<file path="src/rtl/core/mtp_pkg.sv">
`timescale 1ns / 1ps

package mtp_pkg;

    // Default tape geometry.
    localparam int P_SECTOR_COUNT = 254;
    localparam int P_SECTOR_BYTES = 543;
    localparam int P_HEADER_BYTES = 15;

    // Fixed field widths.
    localparam int KIND_W  = 2;
    localparam int PORT_W  = 16;
    localparam int BYTE_W  = 8;
    localparam int LOAD_W  = 18;
    localparam int COUNT_W = 10;
    localparam int GAP_W   = 4;

    localparam logic [COUNT_W-1:0] COUNT_MAX = '1;
    // Writes are stored only once the byte counter has passed the preamble.
    localparam logic [COUNT_W:0]   WR_SKIP   = 11'd12;
    localparam logic [GAP_W-1:0]   GAP_INIT  = 4'd15;

    localparam logic [BYTE_W-1:0] BYTE_ERASED = 8'hFF;
    localparam logic [BYTE_W-1:0] STAT_GAP    = 8'hFE;
    localparam logic [BYTE_W-1:0] STAT_SYNC   = 8'hF8;
    localparam logic [BYTE_W-1:0] MOTOR_ONE   = 8'h01;

    // Configuration port.
    localparam int APB_AW = 3;
    localparam int APB_DW = 32;
    localparam logic REG_CARTRIDGE = 1'b0;
    localparam logic REG_PROTECT   = 1'b1;

    // Output queue depth.
    localparam int Q_DEPTH = 3;
    localparam int Q_PW    = 2;

    typedef enum logic [KIND_W-1:0] {
        KIND_READ  = 2'd0,
        KIND_WRITE = 2'd1,
        KIND_RESET = 2'd2,
        KIND_LOAD  = 2'd3
    } t_kind;

    typedef enum logic [1:0] {
        SEL_DATA    = 2'd0,
        SEL_CTRL    = 2'd1,
        SEL_REALIGN = 2'd2,
        SEL_NONE    = 2'd3
    } t_sel;

    typedef struct packed {
        logic              save;
        logic [BYTE_W-1:0] data;
    } t_out_word;

endpackage

</file>
<file path="src/rtl/core/mtp_out_queue.sv">
`timescale 1ns / 1ps

module mtp_out_queue
    import mtp_pkg::*;
(
    input  logic            i_clk,
    input  logic            i_rst_n,
    input  logic            i_push,
    input  t_out_word       i_word,
    input  logic            i_ready,
    output logic            o_valid,
    output t_out_word       o_word,
    output logic [Q_PW-1:0] o_count
);

    t_out_word       r_q [Q_DEPTH];
    logic [Q_PW-1:0] r_wr_ptr;
    logic [Q_PW-1:0] r_rd_ptr;
    logic [Q_PW-1:0] r_cnt;
    logic            pop;

    assign o_valid = (r_cnt != '0);
    assign o_word  = r_q[r_rd_ptr];
    assign o_count = r_cnt;
    assign pop     = o_valid && i_ready;

    always_ff @(posedge i_clk) begin
        if (i_push) begin
            r_q[r_wr_ptr] <= i_word;
        end
    end

    always_ff @(posedge i_clk) begin
        if (!i_rst_n) begin
            r_wr_ptr <= '0;
            r_rd_ptr <= '0;
            r_cnt    <= '0;
        end else begin
            if (i_push) begin
                r_wr_ptr <= (r_wr_ptr == Q_PW'(Q_DEPTH - 1)) ? '0 : r_wr_ptr + 1'b1;
            end
            if (pop) begin
                r_rd_ptr <= (r_rd_ptr == Q_PW'(Q_DEPTH - 1)) ? '0 : r_rd_ptr + 1'b1;
            end
            case ({i_push, pop})
                2'b10:   r_cnt <= r_cnt + 1'b1;
                2'b01:   r_cnt <= r_cnt - 1'b1;
                default: r_cnt <= r_cnt;
            endcase
        end
    end

endmodule

</file>
<file path="config.mk">
export PLATFORM = sky130hd
export DESIGN_NAME = mtp_out_queue
export DESIGN_NICKNAME = d
export VERILOG_FILES = /design/src/rtl/core/mtp_pkg.sv /design/src/rtl/core/mtp_out_queue.sv
export SDC_FILE = /design/constraint.sdc
export NUM_CORES = 1
export LEC_CHECK = 0
export ABC_AREA = 1
export ABC_CLOCK_PERIOD_IN_PS = 2380
export BUFFER_PORTS_ARGS = -buffer_cell sky130_fd_sc_hd__buf_2
export CAP_MARGIN = 10
export CORE_MARGIN = 2
export CORE_UTILIZATION = 45
export CTS_CLUSTER_DIAMETER = 150
export DETAILED_ROUTE_END_ITERATION = 6
export GPL_TIMING_DRIVEN = 0
export PLACE_DENSITY = 0.67
export SYNTH_ARGS = -nofsm -noshare
export SYNTH_HDL_FRONTEND = slang
export SYNTH_SLANG_ARGS = --single-unit
</file>
<file path="constraint.sdc">
create_clock -name i_clk -period 2.38 [get_ports i_clk]
set_input_delay 0.119 -clock i_clk [delete_from_list [all_inputs] [get_ports i_clk]]
set_output_delay 0.119 -clock i_clk [all_outputs]
set_load 0.01 [all_outputs]
</file>
# Yosys cells after proc, flatten, opt, wreduce, memory -nomap -nowiden
# Memories as Yosys holds them, arrays and structs flattened. A register that Yosys moved wholly into a read port is not among the register bits.
# Cells that the tools add are included.
[totals] ff_bits=6 ram_bits=27 inputBits=13 out_inout_bits=12 memories=1
[mem_list] memory="r_q" words=3 width=9 read_ports=1 rd_clocked_by_memory_dff=1 wr=1 line_no="mtp_out_queue.sv:16" rtl="t_out_word r_q [Q_DEPTH];"
[classes] add_sub_neg=4 n_eq_ne=4 muxes=7 reduce_logical=3
[ops] operator="2-bit 2-to-1 mux" count=4
[ops] operator="2-bit by 1-bit adder with 2-bit output (second input constant)" count=3
[ops] operator="2-bit equality test (second input constant)" count=3
[ops] operator="2-bit case mux with 2 select lines" count=1
[ops] operator="2-bit nonzero test" count=2
[ops] operator="2-bit by 1-bit equality test with 1-bit output (second input constant)" count=1
[ops] operator="1-bit 2-to-1 mux" count=2
[ops] operator="2-bit by 1-bit subtractor with 2-bit output (second input constant)" count=1
[ops] operator="1-bit logical AND" count=1

# Longest topological paths before layout
[depth] depth_word=4 mapped_depth=10 mapped_depth_nobuf=10

# Worst setup path before layout
# Ideal clock, no wire load.
[synth_timing] path_kind="register -> register" start="register r_wr_ptr[1]" end="memory r_q[2][0] (netlist bit), enable pin" t_arrival_ps=1062 setup_slack_ps=931 stages_incl_launch_ff=3 n_path_buf=0 synth_period_minus_slack_ps=1449 path_cell_list="dfxtp_1 > inv_1 > nor3_1"
[synth_rtl] item="start: declaration" line_no="mtp_out_queue.sv:17" rtl="logic [Q_PW-1:0] r_wr_ptr;"
[synth_rtl] item="start signal: assignment" line_no="mtp_out_queue.sv:40" rtl="r_wr_ptr <= (r_wr_ptr == Q_PW'(Q_DEPTH - 1)) ? '0 : r_wr_ptr + 1'b1;"
[synth_rtl] item="end: declaration" line_no="mtp_out_queue.sv:16"
# Straight into the memory's write port.

==> impl_results.rst <==
.. list-table::
   :header-rows: 1

   * - Metric
     - Value
   * - Fraction of final layout cells sized beyond drive strength 1
     - 24.05%
   * - Slew @ Worst Pin
     - between 500 and 600 ps
   * - Placed cell areas
     - ~1500 sq um
   * - Fraction of the cycle the final worst path needs
     - a little under two thirds
   * - Synth Register Bits
     - 35
   * - Routed wire length
     - between 2000 and 2500 um
   * - R2R depth
     - 3
   * - Run status
     - finished, violations left
   * - Most common library cell in the layout ignoring fill and taps
     - edfxtp_1
   * - Master of the slowest instance on the critical path
     - dfxtp_1
   * - Net count of the finished layout
     - 171
   * - DRC violations left
     - 1
   * - Total power divided by cell area
     - between 700 and 800 nW/um^2
   * - Total number of vias
     - 942
   * - Chip height
     - about 59 um
   * - Sequential share of the synthesized area
     - around 72%
   * - Post-synthesis instance area
     - approximately 1300 sq um
   * - Number of pins exceeding their max-slew limit in the final report
     - 0
   * - Row count
     - 19
   * - P_leak
     - approximately 0.69 nW
   * - Die Span X
     - about 60 um
   * - Type of the tightest min-delay check
     - in2reg
   * - Most frequent cells in the layout
     - edfxtp_1, buf_2, a21oi_1, nor2_1, nand2_1
   * - Placed Cells
     - 172
   * - Cell-by-cell listing of the critical path
     - buf_2 > inv_2 > nand2_1 > a21oi_1 > buf_2
   * - Fmax
     - between 600 and 700 MHz
   * - Post-detailed-placement half-perimeter wirelength
     - 1690 um
   * - Max stage delay on crit path
     - 310 ps
   * - Sort of element at the end of the critical path
     - output port
   * - Final hold violation count
     - 0
   * - Core utilization of the finished layout
     - about 60%
   * - Vias in the first global route
     - approximately 900
   * - Number of antenna violations at the first check in global routing
     - 0
   * - First-pass GRT wire length
     - roughly 4000 um
   * - Mean cell area of the mapped netlist
     - ~12 sq um
   * - Placeable core region
     - 2805 sq um
   * - Critical path fanouts, max
     - 10
   * - Worst path most repeated cell
     - buf_2
   * - Final setup fails
     - 0
   * - Clock slew seen by the registers of the worst setup and hold paths
     - about 100 ps
   * - Number of buffers and inverters on the critical path
     - 3
   * - Count of non-filler cells in the finished layout
     - 189
   * - Setup tns final
     - 0 ps
   * - Clock tree from TritonCTS
     - done
   * - Final cell area excluding filler cells
     - 1648 sq um
   * - Post-layout total power
     - ~1.3 mW
   * - Clock sink count
     - 35
   * - Worst skew pair latency
     - 330 ps
   * - Inserted Clock Buffers
     - 5
   * - Yosys Warn Count
     - 0
   * - Minimum clock period
     - between 1500 and 2000 ps
   * - Count of cells resized by post-cts repair
     - 0
   * - Worst reg2reg startpoint
     - r_wr_ptr[1]$_SDFFE_PN0P_
   * - Sort of element at the start of the critical path
     - flip-flop
   * - Failing checks
     - design-rule violations
   * - Sum of overflow across all layers after global routing
     - 0
   * - Die area
     - 3436 sq um
   * - Total iterations of the first detailed-routing run
     - 6
   * - Routed wire length per instance
     - about 13 um
   * - Number of nets produced by synthesis
     - 130
   * - Max Clock Skew
     - roughly 3.3 ps
   * - Unrepaired setup endpoints after global routing
     - no
   * - Worst flop-to-flop path endpoint
     - r_q[2][7]$_DFFE_PP_
   * - WP data required
     - approximately 2300 ps
   * - Pin count of the biggest net entering global routing
     - 11
   * - Worst setup path endpoint
     - o_word[2]
   * - DR vias/cell
     - between 4 and 5
   * - Input/output buffers
     - 24
   * - Arrival time worst endpoint
     - 1390 ps
   * - GRT Total Usage
     - around 16%
   * - Number of antenna-violating nets in the routed design
     - 0
   * - Max-cap violation count
     - 0
   * - Hold depth
     - 3
   * - Peak VDD IR
     - between 0.3 and 0.4 mV
   * - Post-Syn Instances
     - approximately 120
   * - Hold WS
     - between 30 and 40 ps
   * - Family of cells with the greatest summed delay on the critical path
     - buffers and inverters
   * - Distinct cell type count of the synthesized netlist
     - 16
   * - CTS H-tree depth
     - 2
   * - Effective utilization at floorplan
     - a little under half
   * - First DRT Iteration DRCs
     - 16
   * - Normalized max-slew margin
     - slightly above 60%
   * - Boundary Pins
     - 25
   * - Pre-CTS setup slack
     - between 800 and 900 ps
   * - Critical path depth
     - 5
   * - Maximum clock insertion buffer count
     - 2
   * - Area Overhead vs Synth
     - 22.74%
   * - Antenna Cells
     - 0
   * - Routability-driven placement congestion ratio
     - between 0.6 and 0.7
   * - Start-to-end type of the worst setup path
     - reg2out
   * - Worst Slack Setup Final
     - ~870 ps
   * - Master cell of the clock root buffer
     - clkbuf_4
   * - Reg2Reg Setup Slack
     - ~900 ps
## per-layer routing
layer  vias to the layer above  GRT usage, %  share of wire [%]
li1                        475             -                  -
met1                       446         16.76                 41
met2                        16         29.21                 53
met3                         5         6.154                4.8
met4                         0         6.818                1.7
met5                         -             0                  0
## area by class of cell
class                      count  area, sq um
fill                         249         1157
sequential                    35        970.9
multi-input combinational     65        304.0
timing repair buffer          34        217.7
inverter                      14        57.56
clock buffer                   6        41.29
tap                           31        38.79
buffer                         2        10.01
clock inverter                 2        7.507
## worst min-delay path by stage
stage / startpoint / end / slack, ps
after detailed placement: i_word[3] / r_q[1][3]$_DFFE_PP_ / 330
after global placement: i_word[7] / r_q[2][7]$_DFFE_PP_ / 320
after CTS: i_rst_n / o_count[1]$_SDFFE_PN0P_ / 30
after floorplan: i_word[0] / r_q[0][0]$_DFFE_PP_ / 220
final: i_rst_n / o_count[1]$_SDFFE_PN0P_ / 40
after global routing: i_rst_n / o_count[1]$_SDFFE_PN0P_ / 30
## report_power, final
| part | switching [mW] | internal (mW) | total [mW] |
|---|---|---|---|
| clock | 0.183 | 0.109 | 0.292 |
| sequential | 0.0168 | 0.697 | 0.714 |
| combinational | 0.154 | 0.101 | 0.255 |
| total | 0.353 | 0.908 | 1.26 |
## sequential cells by signal (all words and copies together), names as in the netlist, named ones only
name	cells
o_count	2
r_wr_ptr	2
r_rd_ptr	2
r_q	27
## timing repair
action	4_1_cts	5_1_grt
hold buffers	9	0
setup buffers	0	0
hold endpoints to repair	27	0
## worst min-delay path, cell delays in order
cell and delay (ps):
buf_2 130, nand2_1 60, nor2_1 30
## logic make-up after synthesis
logic type	after synthesis	share of synthesized area (%)
simple gates	40	12.77
flops	35	72.32
compound gates	24	8.946
buf+inv	16	5.033
fa+ha+maj	1	0.9318
## cells in the mapped netlist
master,count,area [sq um]
nand3_1,2,10.01
inv_1,10,37.54
nand4_1,1,6.260
buf_2,2,10.01
inv_2,3,11.26
nand2_4,2,22.52
a21oi_1,21,105.1
dfxtp_1,8,160.2
nor2_1,19,71.32
o21ai_0,1,5.000
ha_1,1,12.51
clkinv_4,1,8.760
nor3_1,1,5.000
o21ai_1,2,10.01
nand2_1,15,56.30
edfxtp_1,27,810.8
Power figures use the tool's default switching activity.
